`src/hw/rtl/msp_pkg.sv`:
```
// Shared constants, types and a helper function for the mecanum wheel speed controller.
`default_nettype none

package msp_pkg;

   localparam int WHEEL_COUNT = 4;
   localparam int WHEEL_W     = $clog2(WHEEL_COUNT);
   localparam int VAL_W       = 16;
   localparam int GAIN_W      = 16;
   localparam int DUTY_W      = 14;
   localparam int CSR_DATA_W  = 16;
   localparam int CSR_IDX_W   = 3;

   localparam int QUEUE_DEPTH_DEF = 2;

   // Register indexes of the configuration port.
   localparam logic [CSR_IDX_W-1:0] CSR_PROP_GAIN     = 3'd0;
   localparam logic [CSR_IDX_W-1:0] CSR_INTEG_GAIN    = 3'd1;
   localparam logic [CSR_IDX_W-1:0] CSR_DERIV_GAIN    = 3'd2;
   localparam logic [CSR_IDX_W-1:0] CSR_ROTATION_GAIN = 3'd3;
   localparam logic [CSR_IDX_W-1:0] CSR_DUTY_LIMIT    = 3'd4;
   localparam logic [CSR_IDX_W-1:0] CSR_RUN_LOOPS     = 3'd5;

   // Per-wheel signs of the kinematics and the forward level of each direction pin.
   localparam logic [WHEEL_COUNT-1:0] VX_NEG   = 4'b0101;
   localparam logic [WHEEL_COUNT-1:0] TURN_NEG = 4'b0110;
   localparam logic [WHEEL_COUNT-1:0] DIR_FWD  = 4'b0011;

   typedef logic signed [VAL_W-1:0] val_type;

   typedef struct packed {
      logic [GAIN_W-1:0] prop_gain;
      logic [GAIN_W-1:0] integ_gain;
      logic [GAIN_W-1:0] deriv_gain;
      logic [GAIN_W-1:0] rotation_gain;
      logic [DUTY_W-1:0] duty_limit;
      logic              run_loops;
   } cfg_type;

   localparam cfg_type CFG_RST = '{
      prop_gain:     16'd11520,
      integ_gain:    16'd1408,
      deriv_gain:    16'd0,
      rotation_gain: 16'd12386,
      duty_limit:    14'd8000,
      run_loops:     1'b0
   };

   // One queued item: the speed error of every wheel.
   typedef logic [WHEEL_COUNT-1:0][VAL_W-1:0] entry_type;

   localparam logic signed [31:0] VAL_MAX = (32'sd1 <<< (VAL_W - 1)) - 32'sd1;
   localparam logic signed [31:0] VAL_MIN = -(32'sd1 <<< (VAL_W - 1));

   // Saturates a signed value to the range of a speed value.
   function automatic val_type sat_val(input logic signed [31:0] v);
      val_type r;
      if (v > VAL_MAX) begin
         r = VAL_MAX[VAL_W-1:0];
      end else if (v < VAL_MIN) begin
         r = VAL_MIN[VAL_W-1:0];
      end else begin
         r = v[VAL_W-1:0];
      end
      return r;
   endfunction

endpackage

`default_nettype wire

```
`src/hw/rtl/msp_if.sv`:
```
// Valid/ready channel interfaces for the command items and the duty result items.
`default_nettype none

interface msp_req_if;
   import msp_pkg::*;

   logic                    valid;
   logic                    ready;
   logic signed [VAL_W-1:0] vel_x;
   logic signed [VAL_W-1:0] vel_y;
   logic signed [VAL_W-1:0] turn_rate;
   logic signed [VAL_W-1:0] encoder_0;
   logic signed [VAL_W-1:0] encoder_1;
   logic signed [VAL_W-1:0] encoder_2;
   logic signed [VAL_W-1:0] encoder_3;

   modport source (
      output valid, vel_x, vel_y, turn_rate, encoder_0, encoder_1, encoder_2, encoder_3,
      input  ready
   );
   modport sink (
      input  valid, vel_x, vel_y, turn_rate, encoder_0, encoder_1, encoder_2, encoder_3,
      output ready
   );
endinterface

interface msp_rsp_if;
   import msp_pkg::*;

   logic              valid;
   logic              ready;
   logic [DUTY_W-1:0] duty_0;
   logic [DUTY_W-1:0] duty_1;
   logic [DUTY_W-1:0] duty_2;
   logic [DUTY_W-1:0] duty_3;
   logic              dir_0;
   logic              dir_1;
   logic              dir_2;
   logic              dir_3;

   modport source (
      output valid, duty_0, duty_1, duty_2, duty_3, dir_0, dir_1, dir_2, dir_3,
      input  ready
   );
   modport sink (
      input  valid, duty_0, duty_1, duty_2, duty_3, dir_0, dir_1, dir_2, dir_3,
      output ready
   );
endinterface

`default_nettype wire

```
`src/hw/rtl/mecanum_wheel_speed_pid.sv`:
```
// Top level of the mecanum wheel speed controller: registers, front end, queue and PID engine.
//
// Each item on req_ch is one control tick: a body velocity command (vel_x, vel_y, turn_rate)
// and the four measured wheel speeds. While run_loops is set, the tick produces exactly
// one item on rsp_ch with four duty magnitudes and four direction pin levels. While it is
// clear, ticks are taken and dropped, and the wheel loops keep their state.
// The front end works out the four wheel errors after taking an item, one wheel at a time,
// and hands them to the PID engine through a small queue (QUEUE_DEPTH entries).
// The PID engine handles one wheel at a time on its single shared multiplier, and takes
// a new item from the queue only once the result of the last one is in the output register.
// The front end takes new items while the engine works, until the queue is full.
// A finished result sits in an output register; the engine may complete the next item behind
// it, and stops only when that second result is ready and the receiver still stalls.
// Configuration is a write-only register port (csr_we, csr_index, csr_wdata), to be written
// only while no item is in flight. Writes to unknown indexes are ignored.
// Synchronous reset restores the default gains and limit, disables the loops, clears all
// drive values and error history, and empties the queue and the output register.
`default_nettype none

module mecanum_wheel_speed_pid #(
   parameter int QUEUE_DEPTH = msp_pkg::QUEUE_DEPTH_DEF
) (
   input  wire logic                          clock,
   input  wire logic                          reset,
   msp_req_if.sink                            req_ch,
   msp_rsp_if.source                          rsp_ch,
   input  wire logic                          csr_we,
   input  wire logic [msp_pkg::CSR_IDX_W-1:0]  csr_index,
   input  wire logic [msp_pkg::CSR_DATA_W-1:0] csr_wdata
);
   import msp_pkg::*;

   cfg_type   cfg_ff, cfg_in;
   logic      q_push_valid, q_push_ready;
   entry_type q_push_data;
   logic      q_pop_valid, q_pop_ready;
   entry_type q_pop_data;

   // Register file: each write replaces one field of the configuration.
   always_comb begin
      cfg_in = cfg_ff;
      if (csr_we) begin
         unique case (csr_index)
            CSR_PROP_GAIN:     cfg_in.prop_gain     = csr_wdata[GAIN_W-1:0];
            CSR_INTEG_GAIN:    cfg_in.integ_gain    = csr_wdata[GAIN_W-1:0];
            CSR_DERIV_GAIN:    cfg_in.deriv_gain    = csr_wdata[GAIN_W-1:0];
            CSR_ROTATION_GAIN: cfg_in.rotation_gain = csr_wdata[GAIN_W-1:0];
            CSR_DUTY_LIMIT:    cfg_in.duty_limit    = csr_wdata[DUTY_W-1:0];
            CSR_RUN_LOOPS:     cfg_in.run_loops     = csr_wdata[0];
            default: begin
               cfg_in = cfg_ff;
            end
         endcase
      end
   end

   always_ff @(posedge clock) begin
      if (reset) begin
         cfg_ff <= CFG_RST;
      end else begin
         cfg_ff <= cfg_in;
      end
   end

   msp_front u_front (
      .clock      (clock),
      .reset      (reset),
      .cfg        (cfg_ff),
      .req_ch     (req_ch),
      .push_valid (q_push_valid),
      .push_data  (q_push_data),
      .push_ready (q_push_ready)
   );

   msp_fifo #(
      .DEPTH (QUEUE_DEPTH)
   ) u_fifo (
      .clock      (clock),
      .reset      (reset),
      .push_valid (q_push_valid),
      .push_data  (q_push_data),
      .push_ready (q_push_ready),
      .pop_valid  (q_pop_valid),
      .pop_data   (q_pop_data),
      .pop_ready  (q_pop_ready)
   );

   msp_back u_back (
      .clock     (clock),
      .reset     (reset),
      .cfg       (cfg_ff),
      .pop_valid (q_pop_valid),
      .pop_data  (q_pop_data),
      .pop_ready (q_pop_ready),
      .rsp_ch    (rsp_ch)
   );

endmodule

`default_nettype wire

```
`src/hw/rtl/msp_front.sv`:
```
// Front end: takes command items, drops them while disabled, and computes the wheel errors.
`default_nettype none

module msp_front (
   input  wire logic             clock,
   input  wire logic             reset,
   input  wire msp_pkg::cfg_type cfg,
   msp_req_if.sink               req_ch,
   output logic                  push_valid,
   output msp_pkg::entry_type    push_data,
   input  wire logic             push_ready
);
   import msp_pkg::*;

   localparam logic [2:0] F_IDLE = 3'd0;
   localparam logic [2:0] F_MUL  = 3'd1;
   localparam logic [2:0] F_SUM  = 3'd2;
   localparam logic [2:0] F_TRN  = 3'd3;
   localparam logic [2:0] F_ERR  = 3'd4;
   localparam logic [2:0] F_PUSH = 3'd5;

   localparam int TURN_W = 2 * VAL_W;
   localparam int BASE_W = VAL_W + 2;
   localparam int SUM_W  = TURN_W + 4;
   localparam int QUO_W  = SUM_W - VAL_W;

   logic [2:0]               state_ff, state_in;
   logic [WHEEL_W-1:0]       wheel_ff, wheel_in;
   val_type                  vx_ff, vy_ff, wr_ff;
   val_type                  enc_ff [WHEEL_COUNT];
   logic signed [TURN_W-1:0] turn_ff, turn_in;
   logic signed [SUM_W-1:0]  sum_ff, sum_in;
   val_type                  tgt_ff, tgt_in;
   entry_type                err_ff;
   val_type                  err_in;

   logic                     accept;
   logic signed [BASE_W-1:0] vx_term, base;
   logic signed [SUM_W-1:0]  turn_term, biased;
   logic signed [QUO_W-1:0]  quo;
   logic signed [VAL_W:0]    diff;
   val_type                  enc_sel;
   logic                     last_wheel;

   assign req_ch.ready = (state_ff == F_IDLE);
   assign accept       = req_ch.valid & req_ch.ready;
   assign push_valid   = (state_ff == F_PUSH);
   assign push_data    = err_ff;
   assign last_wheel   = (wheel_ff == WHEEL_W'(WHEEL_COUNT - 1));

   // Kinematics of one wheel: exact Q20.16 sum, truncated toward zero, saturated.
   always_comb begin
      turn_in   = TURN_W'(wr_ff) * TURN_W'($signed({1'b0, cfg.rotation_gain}));
      vx_term   = VX_NEG[wheel_ff] ? -BASE_W'(vx_ff) : BASE_W'(vx_ff);
      base      = BASE_W'(vy_ff) + vx_term;
      turn_term = TURN_NEG[wheel_ff] ? -SUM_W'(turn_ff) : SUM_W'(turn_ff);
      sum_in    = (SUM_W'(base) <<< VAL_W) + turn_term;
      biased    = sum_ff + $signed({{(SUM_W - VAL_W){1'b0}}, {VAL_W{sum_ff[SUM_W-1]}}});
      quo       = biased[SUM_W-1:VAL_W];
      tgt_in    = sat_val(32'(quo));
      enc_sel   = enc_ff[wheel_ff];
      diff      = (VAL_W + 1)'(tgt_ff) - (VAL_W + 1)'(enc_sel);
      err_in    = sat_val(32'(diff));
   end

   always_comb begin
      state_in = state_ff;
      wheel_in = wheel_ff;
      unique case (state_ff)
         F_IDLE: begin
            if (accept && cfg.run_loops) begin
               state_in = F_MUL;
            end
         end
         F_MUL: begin
            state_in = F_SUM;
            wheel_in = '0;
         end
         F_SUM: begin
            state_in = F_TRN;
         end
         F_TRN: begin
            state_in = F_ERR;
         end
         F_ERR: begin
            if (last_wheel) begin
               state_in = F_PUSH;
            end else begin
               wheel_in = wheel_ff + 1'b1;
               state_in = F_SUM;
            end
         end
         F_PUSH: begin
            if (push_ready) begin
               state_in = F_IDLE;
            end
         end
         default: begin
            state_in = F_IDLE;
         end
      endcase
   end

   always_ff @(posedge clock) begin
      if (reset) begin
         state_ff <= F_IDLE;
         wheel_ff <= '0;
      end else begin
         state_ff <= state_in;
         wheel_ff <= wheel_in;
      end
   end

   always_ff @(posedge clock) begin
      if (state_ff == F_IDLE && accept) begin
         vx_ff     <= req_ch.vel_x;
         vy_ff     <= req_ch.vel_y;
         wr_ff     <= req_ch.turn_rate;
         enc_ff[0] <= req_ch.encoder_0;
         enc_ff[1] <= req_ch.encoder_1;
         enc_ff[2] <= req_ch.encoder_2;
         enc_ff[3] <= req_ch.encoder_3;
      end
      if (state_ff == F_MUL) begin
         turn_ff <= turn_in;
      end
      if (state_ff == F_SUM) begin
         sum_ff <= sum_in;
      end
      if (state_ff == F_TRN) begin
         tgt_ff <= tgt_in;
      end
      if (state_ff == F_ERR) begin
         err_ff[wheel_ff] <= err_in;
      end
   end

endmodule

`default_nettype wire

```
`src/hw/rtl/msp_fifo.sv`:
```
// Small register queue of wheel error sets between the front end and the PID engine.
`default_nettype none

module msp_fifo #(
   parameter int DEPTH = msp_pkg::QUEUE_DEPTH_DEF   // two or more
) (
   input  wire logic               clock,
   input  wire logic               reset,
   input  wire logic               push_valid,
   input  wire msp_pkg::entry_type push_data,
   output logic                    push_ready,
   output logic                    pop_valid,
   output msp_pkg::entry_type      pop_data,
   input  wire logic               pop_ready
);
   import msp_pkg::*;

   localparam int PTR_W = $clog2(DEPTH);
   localparam int CNT_W = $clog2(DEPTH + 1);
   localparam logic [PTR_W-1:0] LAST = PTR_W'(DEPTH - 1);

   entry_type         mem_ff [DEPTH];
   logic [PTR_W-1:0]  wr_ptr_ff, wr_ptr_in;
   logic [PTR_W-1:0]  rd_ptr_ff, rd_ptr_in;
   logic [CNT_W-1:0]  count_ff, count_in;
   logic              push, pop;

   assign push_ready = (count_ff != CNT_W'(DEPTH));
   assign pop_valid  = (count_ff != '0);
   assign push       = push_valid & push_ready;
   assign pop        = pop_valid & pop_ready;
   assign pop_data   = mem_ff[rd_ptr_ff];

   always_comb begin
      wr_ptr_in = wr_ptr_ff;
      rd_ptr_in = rd_ptr_ff;
      if (push) begin
         wr_ptr_in = (wr_ptr_ff == LAST) ? '0 : wr_ptr_ff + 1'b1;
      end
      if (pop) begin
         rd_ptr_in = (rd_ptr_ff == LAST) ? '0 : rd_ptr_ff + 1'b1;
      end
      count_in = count_ff + CNT_W'(push) - CNT_W'(pop);
   end

   always_ff @(posedge clock) begin
      if (reset) begin
         wr_ptr_ff <= '0;
         rd_ptr_ff <= '0;
         count_ff  <= '0;
      end else begin
         wr_ptr_ff <= wr_ptr_in;
         rd_ptr_ff <= rd_ptr_in;
         count_ff  <= count_in;
      end
   end

   always_ff @(posedge clock) begin
      if (push) begin
         mem_ff[wr_ptr_ff] <= push_data;
      end
   end

endmodule

`default_nettype wire

```
`src/hw/rtl/msp_back.sv`:
```
// PID engine: runs the incremental PID of each wheel on one shared multiplier.
`default_nettype none

module msp_back (
   input  wire logic               clock,
   input  wire logic               reset,
   input  wire msp_pkg::cfg_type   cfg,
   input  wire logic               pop_valid,
   input  wire msp_pkg::entry_type pop_data,
   output logic                    pop_ready,
   msp_rsp_if.source               rsp_ch
);
   import msp_pkg::*;

   localparam logic [2:0] B_IDLE  = 3'd0;
   localparam logic [2:0] B_INT   = 3'd1;
   localparam logic [2:0] B_PROP  = 3'd2;
   localparam logic [2:0] B_DERIV = 3'd3;
   localparam logic [2:0] B_SUM   = 3'd4;
   localparam logic [2:0] B_UPD   = 3'd5;
   localparam logic [2:0] B_DONE  = 3'd6;

   localparam int DRV_W  = DUTY_W + 1;
   localparam int D1_W   = VAL_W + 1;
   localparam int D2_W   = VAL_W + 3;
   localparam int PROD_W = GAIN_W + 1 + D2_W;
   localparam int ACC_W  = PROD_W + 2;
   localparam int FRAC_W = 8;
   localparam int QUO_W  = ACC_W - FRAC_W;

   logic [2:0]               state_ff, state_in;
   logic [WHEEL_W-1:0]       wheel_ff, wheel_in;
   entry_type                entry_ff;
   logic signed [DRV_W-1:0]  drive_ff [WHEEL_COUNT];
   val_type                  e1_ff [WHEEL_COUNT];
   val_type                  e2_ff [WHEEL_COUNT];
   logic signed [D1_W-1:0]   d1_ff, d1_in;
   logic signed [D2_W-1:0]   d2_ff, d2_in;
   logic signed [PROD_W-1:0] prod_ff, prod_in;
   logic signed [ACC_W-1:0]  acc_ff, acc_in;
   logic [DUTY_W-1:0]        res_duty_ff [WHEEL_COUNT];
   logic [WHEEL_COUNT-1:0]   res_dir_ff;
   logic                     out_valid_ff, out_valid_in;
   logic [DUTY_W-1:0]        out_duty_ff [WHEEL_COUNT];
   logic [WHEEL_COUNT-1:0]   out_dir_ff;

   val_type                  e_cur, e1_cur, e2_cur;
   logic signed [DRV_W-1:0]  drive_cur, drive_in;
   logic [GAIN_W-1:0]        mul_gain;
   logic signed [D2_W-1:0]   mul_opnd;
   logic signed [ACC_W-1:0]  biased;
   logic signed [QUO_W-1:0]  quo, lim_pos, lim_neg, clamped;
   logic [DUTY_W-1:0]        mag_in;
   logic                     dir_in;
   logic                     last_wheel;
   logic                     load_out;

   assign pop_ready  = (state_ff == B_IDLE);
   assign last_wheel = (wheel_ff == WHEEL_W'(WHEEL_COUNT - 1));
   assign load_out   = (state_ff == B_DONE) && (!out_valid_ff || rsp_ch.ready);

   always_comb begin
      e_cur     = entry_ff[wheel_ff];
      e1_cur    = e1_ff[wheel_ff];
      e2_cur    = e2_ff[wheel_ff];
      drive_cur = drive_ff[wheel_ff];
      d1_in     = D1_W'(e_cur) - D1_W'(e1_cur);
      d2_in     = D2_W'(e_cur) - (D2_W'(e1_cur) <<< 1) + D2_W'(e2_cur);
   end

   // One multiplier, used for the integral, proportional and derivative terms in turn.
   always_comb begin
      case (state_ff)
         B_INT: begin
            mul_gain = cfg.integ_gain;
            mul_opnd = D2_W'(e_cur);
         end
         B_PROP: begin
            mul_gain = cfg.prop_gain;
            mul_opnd = D2_W'(d1_ff);
         end
         default: begin
            mul_gain = cfg.deriv_gain;
            mul_opnd = d2_ff;
         end
      endcase
      prod_in = PROD_W'($signed({1'b0, mul_gain})) * PROD_W'(mul_opnd);
      if (state_ff == B_INT) begin
         acc_in = ACC_W'(drive_cur) <<< FRAC_W;
      end else begin
         acc_in = acc_ff + ACC_W'(prod_ff);
      end
   end

   // New drive value: scaled sum truncated toward zero, then clamped to the duty limit.
   always_comb begin
      biased  = acc_ff + $signed({{(ACC_W - FRAC_W){1'b0}}, {FRAC_W{acc_ff[ACC_W-1]}}});
      quo     = biased[ACC_W-1:FRAC_W];
      lim_pos = QUO_W'($signed({1'b0, cfg.duty_limit}));
      lim_neg = -lim_pos;
      if (quo > lim_pos) begin
         clamped = lim_pos;
      end else if (quo < lim_neg) begin
         clamped = lim_neg;
      end else begin
         clamped = quo;
      end
      drive_in = DRV_W'(clamped);
      mag_in   = drive_in[DRV_W-1] ? DUTY_W'(-drive_in) : DUTY_W'(drive_in);
      dir_in   = DIR_FWD[wheel_ff] ^ drive_in[DRV_W-1];
   end

   always_comb begin
      state_in = state_ff;
      wheel_in = wheel_ff;
      unique case (state_ff)
         B_IDLE: begin
            if (pop_valid) begin
               state_in = B_INT;
               wheel_in = '0;
            end
         end
         B_INT: begin
            state_in = B_PROP;
         end
         B_PROP: begin
            state_in = B_DERIV;
         end
         B_DERIV: begin
            state_in = B_SUM;
         end
         B_SUM: begin
            state_in = B_UPD;
         end
         B_UPD: begin
            if (last_wheel) begin
               state_in = B_DONE;
            end else begin
               wheel_in = wheel_ff + 1'b1;
               state_in = B_INT;
            end
         end
         B_DONE: begin
            if (load_out) begin
               state_in = B_IDLE;
            end
         end
         default: begin
            state_in = B_IDLE;
         end
      endcase
   end

   always_comb begin
      if (load_out) begin
         out_valid_in = 1'b1;
      end else if (rsp_ch.ready) begin
         out_valid_in = 1'b0;
      end else begin
         out_valid_in = out_valid_ff;
      end
   end

   always_ff @(posedge clock) begin
      if (reset) begin
         state_ff     <= B_IDLE;
         wheel_ff     <= '0;
         out_valid_ff <= 1'b0;
         for (int i = 0; i < WHEEL_COUNT; i++) begin
            drive_ff[i] <= '0;
            e1_ff[i]    <= '0;
            e2_ff[i]    <= '0;
         end
      end else begin
         state_ff     <= state_in;
         wheel_ff     <= wheel_in;
         out_valid_ff <= out_valid_in;
         if (state_ff == B_INT) begin
            e2_ff[wheel_ff] <= e1_cur;
            e1_ff[wheel_ff] <= e_cur;
         end
         if (state_ff == B_UPD) begin
            drive_ff[wheel_ff] <= drive_in;
         end
      end
   end

   always_ff @(posedge clock) begin
      if (state_ff == B_IDLE && pop_valid) begin
         entry_ff <= pop_data;
      end
      if (state_ff == B_INT) begin
         d1_ff <= d1_in;
         d2_ff <= d2_in;
      end
      prod_ff <= prod_in;
      acc_ff  <= acc_in;
      if (state_ff == B_UPD) begin
         res_duty_ff[wheel_ff] <= mag_in;
         res_dir_ff[wheel_ff]  <= dir_in;
      end
      if (load_out) begin
         out_duty_ff <= res_duty_ff;
         out_dir_ff  <= res_dir_ff;
      end
   end

   assign rsp_ch.valid  = out_valid_ff;
   assign rsp_ch.duty_0 = out_duty_ff[0];
   assign rsp_ch.duty_1 = out_duty_ff[1];
   assign rsp_ch.duty_2 = out_duty_ff[2];
   assign rsp_ch.duty_3 = out_duty_ff[3];
   assign rsp_ch.dir_0  = out_dir_ff[0];
   assign rsp_ch.dir_1  = out_dir_ff[1];
   assign rsp_ch.dir_2  = out_dir_ff[2];
   assign rsp_ch.dir_3  = out_dir_ff[3];

endmodule

`default_nettype wire

```
`src/flat_wrapper.sv`:
```
// flat-port wrapper written by rule: the top's interface ports become plain ports
module mecanum_wheel_speed_pid_flat import msp_pkg::*;
#(
   parameter int QUEUE_DEPTH = msp_pkg::QUEUE_DEPTH_DEF
)
  (clock, reset, csr_we, csr_index, csr_wdata, req_ch_valid, req_ch_vel_x, req_ch_vel_y, req_ch_turn_rate, req_ch_encoder_0, req_ch_encoder_1, req_ch_encoder_2, req_ch_encoder_3, req_ch_ready, rsp_ch_valid, rsp_ch_duty_0, rsp_ch_duty_1, rsp_ch_duty_2, rsp_ch_duty_3, rsp_ch_dir_0, rsp_ch_dir_1, rsp_ch_dir_2, rsp_ch_dir_3, rsp_ch_ready);
  msp_req_if req_ch_i ();
  msp_rsp_if rsp_ch_i ();
  input  wire logic clock;
  input  wire logic reset;
  input  wire logic csr_we;
  input  wire logic [msp_pkg::CSR_IDX_W-1:0] csr_index;
  input  wire logic [msp_pkg::CSR_DATA_W-1:0] csr_wdata;
  input wire logic [$bits(req_ch_i.valid)-1:0] req_ch_valid;
  input wire logic [$bits(req_ch_i.vel_x)-1:0] req_ch_vel_x;
  input wire logic [$bits(req_ch_i.vel_y)-1:0] req_ch_vel_y;
  input wire logic [$bits(req_ch_i.turn_rate)-1:0] req_ch_turn_rate;
  input wire logic [$bits(req_ch_i.encoder_0)-1:0] req_ch_encoder_0;
  input wire logic [$bits(req_ch_i.encoder_1)-1:0] req_ch_encoder_1;
  input wire logic [$bits(req_ch_i.encoder_2)-1:0] req_ch_encoder_2;
  input wire logic [$bits(req_ch_i.encoder_3)-1:0] req_ch_encoder_3;
  output wire logic [$bits(req_ch_i.ready)-1:0] req_ch_ready;
  output wire logic [$bits(rsp_ch_i.valid)-1:0] rsp_ch_valid;
  output wire logic [$bits(rsp_ch_i.duty_0)-1:0] rsp_ch_duty_0;
  output wire logic [$bits(rsp_ch_i.duty_1)-1:0] rsp_ch_duty_1;
  output wire logic [$bits(rsp_ch_i.duty_2)-1:0] rsp_ch_duty_2;
  output wire logic [$bits(rsp_ch_i.duty_3)-1:0] rsp_ch_duty_3;
  output wire logic [$bits(rsp_ch_i.dir_0)-1:0] rsp_ch_dir_0;
  output wire logic [$bits(rsp_ch_i.dir_1)-1:0] rsp_ch_dir_1;
  output wire logic [$bits(rsp_ch_i.dir_2)-1:0] rsp_ch_dir_2;
  output wire logic [$bits(rsp_ch_i.dir_3)-1:0] rsp_ch_dir_3;
  input wire logic [$bits(rsp_ch_i.ready)-1:0] rsp_ch_ready;
  assign req_ch_i.valid = req_ch_valid;
  assign req_ch_i.vel_x = req_ch_vel_x;
  assign req_ch_i.vel_y = req_ch_vel_y;
  assign req_ch_i.turn_rate = req_ch_turn_rate;
  assign req_ch_i.encoder_0 = req_ch_encoder_0;
  assign req_ch_i.encoder_1 = req_ch_encoder_1;
  assign req_ch_i.encoder_2 = req_ch_encoder_2;
  assign req_ch_i.encoder_3 = req_ch_encoder_3;
  assign req_ch_ready = req_ch_i.ready;
  assign rsp_ch_valid = rsp_ch_i.valid;
  assign rsp_ch_duty_0 = rsp_ch_i.duty_0;
  assign rsp_ch_duty_1 = rsp_ch_i.duty_1;
  assign rsp_ch_duty_2 = rsp_ch_i.duty_2;
  assign rsp_ch_duty_3 = rsp_ch_i.duty_3;
  assign rsp_ch_dir_0 = rsp_ch_i.dir_0;
  assign rsp_ch_dir_1 = rsp_ch_i.dir_1;
  assign rsp_ch_dir_2 = rsp_ch_i.dir_2;
  assign rsp_ch_dir_3 = rsp_ch_i.dir_3;
  assign rsp_ch_i.ready = rsp_ch_ready;
  mecanum_wheel_speed_pid #(.QUEUE_DEPTH(QUEUE_DEPTH)) u_core (.clock(clock), .reset(reset), .req_ch(req_ch_i), .rsp_ch(rsp_ch_i), .csr_we(csr_we), .csr_index(csr_index), .csr_wdata(csr_wdata));
endmodule
```
`config.mk`:
```
export PLATFORM = sky130hd
export DESIGN_NAME = mecanum_wheel_speed_pid_flat
export DESIGN_NICKNAME = d
export VERILOG_FILES = /design/src/hw/rtl/msp_pkg.sv /design/src/hw/rtl/msp_if.sv /design/src/hw/rtl/mecanum_wheel_speed_pid.sv /design/src/hw/rtl/msp_front.sv /design/src/hw/rtl/msp_fifo.sv /design/src/hw/rtl/msp_back.sv /design/src/flat_wrapper.sv
export SDC_FILE = /design/constraint.sdc
export NUM_CORES = 2
export LEC_CHECK = 0
export BUFFER_PORTS_ARGS = -buffer_cell sky130_fd_sc_hd__clkbuf_2
export CORE_ASPECT_RATIO = 0.9
export CORE_UTILIZATION = 45
export CTS_CLUSTER_DIAMETER = 40
export CTS_CLUSTER_SIZE = 16
export DETAILED_ROUTE_END_ITERATION = 16
export SYNTH_ARGS = -nofsm -noshare
export SYNTH_HDL_FRONTEND = slang
export SYNTH_HIERARCHICAL = 1
export SYNTH_SLANG_ARGS = --single-unit
```
`constraint.sdc`:
```
create_clock -name clock -period 7.9 [get_ports clock]
set_input_delay 0 -clock clock [delete_from_list [all_inputs] [get_ports clock]]
set_output_delay 0 -clock clock [all_outputs]
set_load 0.02 [all_outputs]
```
==> impl_table.tex <==
\begin{tabular}{lr}
\hline
Metric & Value \\
\hline
\multicolumn{2}{l}{\textbf{Place}} \\
\quad Worst-case setup slack after placement & -0.0458 ns \\
\quad Routability Congestion & 0.918 \\
\quad DP Wirelength & 121000 µm \\
\quad Count of buffers inserted at the top-level ports & 197 \\
\quad Instance area at placement & 69300 µm² \\
\quad Number of placed instances, taps included & 7923 \\
\multicolumn{2}{l}{\textbf{Detailed routing}} \\
\quad Count of unresolved DRC violations after routing & 0 \\
\quad Antenna-violating nets left & 0 \\
\quad Via Count & 44400 \\
\quad Final WL & 165000 µm \\
\quad Average routed wire per standard cell & 19.6 µm \\
\quad Per-cell via count in the routed design & 5.26 \\
\quad Number of DRC markers after the initial detailed-route iteration & 3034 \\
\quad Number of detailed-routing iterations run before antenna repair & 5 \\
\multicolumn{2}{l}{\textbf{Clock network}} \\
\quad Total CTS buffers & 142 \\
\quad Max Buffers Root-to-Sink & 3 \\
\quad CTS tree & done \\
\quad H-tree lvl count & 4 \\
\quad Clock-pin slew on the worst setup and hold paths & 0.05 ns \\
\quad Number of sinks on the clock net & 969 \\
\quad CTS Root Buffer Type & sky130\_fd\_sc\_hd\_\_clkbuf\_16 \\
\quad Worst-skew pair later-pin latency & 0.78 ns \\
\multicolumn{2}{l}{\textbf{Cells and area}} \\
\quad Final Net Count & 7449 \\
\quad Share of cells above drive strength 1 & 13.5\% \\
\quad Non-filler instance count after layout & 8445 \\
\quad Post-Layout Inst Area & 77100 µm² \\
\quad Synth-to-layout area growth & 18.1\% \\
\multicolumn{2}{l}{\textbf{STA}} \\
\quad Worst Slack Setup Final & 0.354 ns \\
\quad Number of endpoints failing setup at the final stage & 0 \\
\quad Max-slew violation count & 0 \\
\quad Post-layout min period & 7.55 ns \\
\quad Relative slew slack & 23.8\% \\
\quad Fraction of the cycle the final worst path needs & 95.5\% \\
\quad FMAX & 0.133 GHz \\
\quad Total Negative Setup Slacks & 0 ns \\
\quad Setup clock skew after layout & 0.0531 ns \\
\quad Number of hold violations in the final report & 0 \\
\quad Measured slew at the worst slew-check pin & 1.14 ns \\
\multicolumn{2}{l}{\textbf{Worst setup path}} \\
\quad FF-to-FF setup slack & 0.35 ns \\
\quad Critical path launch point type & register \\
\quad Worst EP arrival & 8.19 ns \\
\quad Biggest fanout along the worst timing path & 26 \\
\quad Stage delay of the slowest cell on the critical path & 0.56 ns \\
\quad Slowest cell on the critical path & sky130\_fd\_sc\_hd\_\_fa\_1 \\
\quad Startpoint of the worst-slack reg-to-reg timing path & u\_core/u\_back/state\_ff[1] \\
\quad Worst setup path startpoint & u\_core/u\_back/state\_ff[1] \\
\quad Critical setup path kind & register to register \\
\quad Endpoint required time on the critical path & 8.54 ns \\
\quad Worst path most repeated cell & sky130\_fd\_sc\_hd\_\_fa\_1 \\
\quad Critical path capture point type & register \\
\multicolumn{2}{l}{\textbf{GRT}} \\
\quad Total Routing Usage GR & 23.0\% \\
\quad Wire length of the first global-routing pass & 261000 µm \\
\quad Vias in the first global route & 46100 \\
\quad Initial antenna violation count & 9 \\
\quad Remaining global-route overflow & 0 \\
\quad Pin count of the biggest net entering global routing & 67 \\
\multicolumn{2}{l}{\textbf{Synthesis}} \\
\quad Count of yosys warnings during synthesis & 6 \\
\quad Cell type contributing the most total cell area after synthesis & sky130\_fd\_sc\_hd\_\_edfxtp\_1 \\
\quad Synthesized area per cell & 11.2 µm² \\
\quad Synthesized net count & 6878 \\
\quad Portion of the post-synthesis area used by sequential elements & 42.0\% \\
\quad Number of distinct library cells after synthesis & 107 \\
\quad Cell with the most instances after synthesis & sky130\_fd\_sc\_hd\_\_inv\_1 \\
\quad Post-synthesis instance area & 65200 µm² \\
\quad List of most frequent post-synthesis cells & sky130\_fd\_sc\_hd\_\_inv\_1, sky130\_fd\_sc\_hd\_\_edfxtp\_1, sky130\_fd\_sc\_hd\_\_nor2\_1 \\
\quad Leading post-synthesis cells by cell area & sky130\_fd\_sc\_hd\_\_edfxtp\_1, sky130\_fd\_sc\_hd\_\_fa\_1, sky130\_fd\_sc\_hd\_\_ha\_1 \\
\quad Area fraction of the dominant cell type after synthesis & 36.7\% \\
\quad Most used flip-flop cell after synthesis & sky130\_fd\_sc\_hd\_\_edfxtp\_1 \\
\quad Total of flip-flops plus latches after synthesis & 969 \\
\quad Async set-reset flop share out of synthesis & 0\% \\
\quad Synth Instances & 5810 \\
\quad Count of flip-flops with a built-in enable after synthesis & 796 \\
\multicolumn{2}{l}{\textbf{Hold path}} \\
\quad Worst Hold Launch & csr\_wdata[7] \\
\quad HP Class & primary input to register \\
\multicolumn{2}{l}{\textbf{Floorplan}} \\
\quad Number of top-level design ports & 198 \\
\quad Y dimension of the die & 363 µm \\
\quad Site row count & 132 \\
\quad Starting utilization of the core area & 45.3\% \\
\quad Core outline area & 144000 µm² \\
\quad Chip Width & 403 µm \\
\quad Area of the die & 146000 µm² \\
\multicolumn{2}{l}{\textbf{Run}} \\
\quad Maxcap violations & 0 \\
\multicolumn{2}{l}{\textbf{Pwr}} \\
\quad Total design power & 35.4 mW \\
\quad Ratio of total power to cell area & 459 nW/µm² \\
\quad Leakage power summed over all cells & 32.8 nW \\
\quad IR drop worst, VDD & 0.000612 V \\
\multicolumn{2}{l}{\textbf{Run status}} \\
\quad Status & finished, final reports clean \\
\hline
\end{tabular}
-- registers in the layout, summed over array words and instances, names as in the netlist, 17 cells and up, named ones only --
register / flops
u_core/u_fifo/mem_ff: 128
u_core/cfg_ff: 79
u_core/u_back/e1_ff: 64
u_core/u_back/e2_ff: 64
u_core/u_back/entry_ff: 64
u_core/u_front/enc_ff: 64
u_core/u_front/push_data: 64
u_core/u_back/drive_ff: 60
u_core/u_back/res_duty_ff: 56
u_core/u_back/acc_ff: 38
u_core/u_back/prod_ff: 36
u_core/u_front/sum_ff: 36
u_core/u_front/turn_ff: 32
u_core/u_back/d2_ff: 19
u_core/u_back/d1_ff: 17
-- layout make-up --
cell class | count | area, µm²
antenna | 5 | 12.5
clock buffer | 158 | 3660
clock inverter | 102 | 1410
fill | 12300 | 66800
inverter | 850 | 3190
multi-input combinational | 3800 | 34000
sequential | 969 | 27400
tap | 1943 | 2430
timing repair buffer | 618 | 4920
-- placed cells by master, fill, tap and decap left out, types with 17 or more instances in the layout --
| cell | instances |
|---|---|
| sky130_fd_sc_hd__a211oi_1 | 19 |
| sky130_fd_sc_hd__a21boi_0 | 24 |
| sky130_fd_sc_hd__a21o_1 | 81 |
| sky130_fd_sc_hd__a21oi_1 | 211 |
| sky130_fd_sc_hd__a221oi_1 | 20 |
| sky130_fd_sc_hd__a31oi_1 | 25 |
| sky130_fd_sc_hd__and2_1 | 152 |
| sky130_fd_sc_hd__and3_1 | 28 |
| sky130_fd_sc_hd__buf_4 | 156 |
| sky130_fd_sc_hd__bufinv_16 | 17 |
| sky130_fd_sc_hd__clkbuf_16 | 143 |
| sky130_fd_sc_hd__clkbuf_2 | 196 |
| sky130_fd_sc_hd__dfxtp_1 | 168 |
| sky130_fd_sc_hd__dlygate4sd3_1 | 253 |
| sky130_fd_sc_hd__edfxtp_1 | 796 |
| sky130_fd_sc_hd__fa_1 | 522 |
| sky130_fd_sc_hd__ha_1 | 410 |
| sky130_fd_sc_hd__inv_1 | 846 |
| sky130_fd_sc_hd__inv_6 | 23 |
| sky130_fd_sc_hd__mux2_2 | 81 |
| sky130_fd_sc_hd__mux2i_1 | 97 |
| sky130_fd_sc_hd__mux4_2 | 63 |
| sky130_fd_sc_hd__nand2_1 | 459 |
| sky130_fd_sc_hd__nand2b_1 | 127 |
| sky130_fd_sc_hd__nand3_1 | 52 |
| sky130_fd_sc_hd__nand4_1 | 25 |
| sky130_fd_sc_hd__nor2_1 | 553 |
| sky130_fd_sc_hd__nor2b_1 | 26 |
| sky130_fd_sc_hd__nor3_1 | 43 |
| sky130_fd_sc_hd__o21ai_0 | 162 |
| sky130_fd_sc_hd__o21bai_1 | 17 |
| sky130_fd_sc_hd__o31ai_1 | 20 |
| sky130_fd_sc_hd__or2_2 | 23 |
| sky130_fd_sc_hd__or3_1 | 17 |
| sky130_fd_sc_hd__xnor2_1 | 185 |
| sky130_fd_sc_hd__xor2_1 | 80 |
-- stage by stage --
step	utilization, %	hold slack [ns]
final	53.6	0.162
after global routing	53.6	0.169
after CTS	53.4	0.105
after detailed placement	48.2	0.179
after global placement	48.2	0.177
after floorplan	-	0.0691
-- cells by family after synthesis --
group | Yosys count | share of synthesized area, %
AOI/OAI and AO/OA | 768 | 7.91
xor gates and xnor gates | 265 | 3.56
adders and majority gates | 933 | 23.9
buffers and inverters | 1041 | 6.10
DFF | 969 | 42.0
muxes | 246 | 5.15
and+or+nand+nor | 1588 | 11.4
-- worst max-delay path: cells and delay by family (launching register included) --
kind / cells / cell delay [ns]
buffers and inverters: 7 / 0.68
adders and majority gates: 7 / 3.47
AOI/OAI and AO/OA: 10 / 1.94
and+or+nand+nor: 5 / 0.87
DFF: 1 / 0.30
xor gates and xnor gates: 1 / 0.15
-- worst paths after layout --
path | end | cells past startpoint
max | u_core/u_back/prod_ff[34] | 30
max reg2reg | u_core/u_back/prod_ff[34] | 30
min | u_core/cfg_ff[54] | 4
min reg2reg | u_core/u_back/rsp_ch.duty_2[6] | 0
-- repair_timing --
item / 4_1_cts / 5_1_grt
hold buffers: 253 / 0
pin swaps: 0 / 1
endpoints found under the setup margin: 1 / 16
cloned: 0 / 0
gates resized for setup: 2 / 38
setup buffers: 0 / 4
hold endpoints to repair: 244 / 0
-- routing by layer --
layer	vias to the layer above	GRT usage, %	part of all wire [%]
met2	1181	36.9	46
met5	-	0	0.032
met1	22200	32.2	45
li1	20800	-	-
met4	8	6.17	2.3
met3	265	4.20	6.0
-- power by group --
| part | internal (mW) | switching [mW] | leakage [nW] |
|---|---|---|---|
| logic | 8.31 | 12.5 | 21.5 |
| clock network | 4.03 | 2.58 | 2.45 |
| registers | 7.37 | 0.630 | 8.93 |
Note: power is estimated with default switching activity, not from simulation.
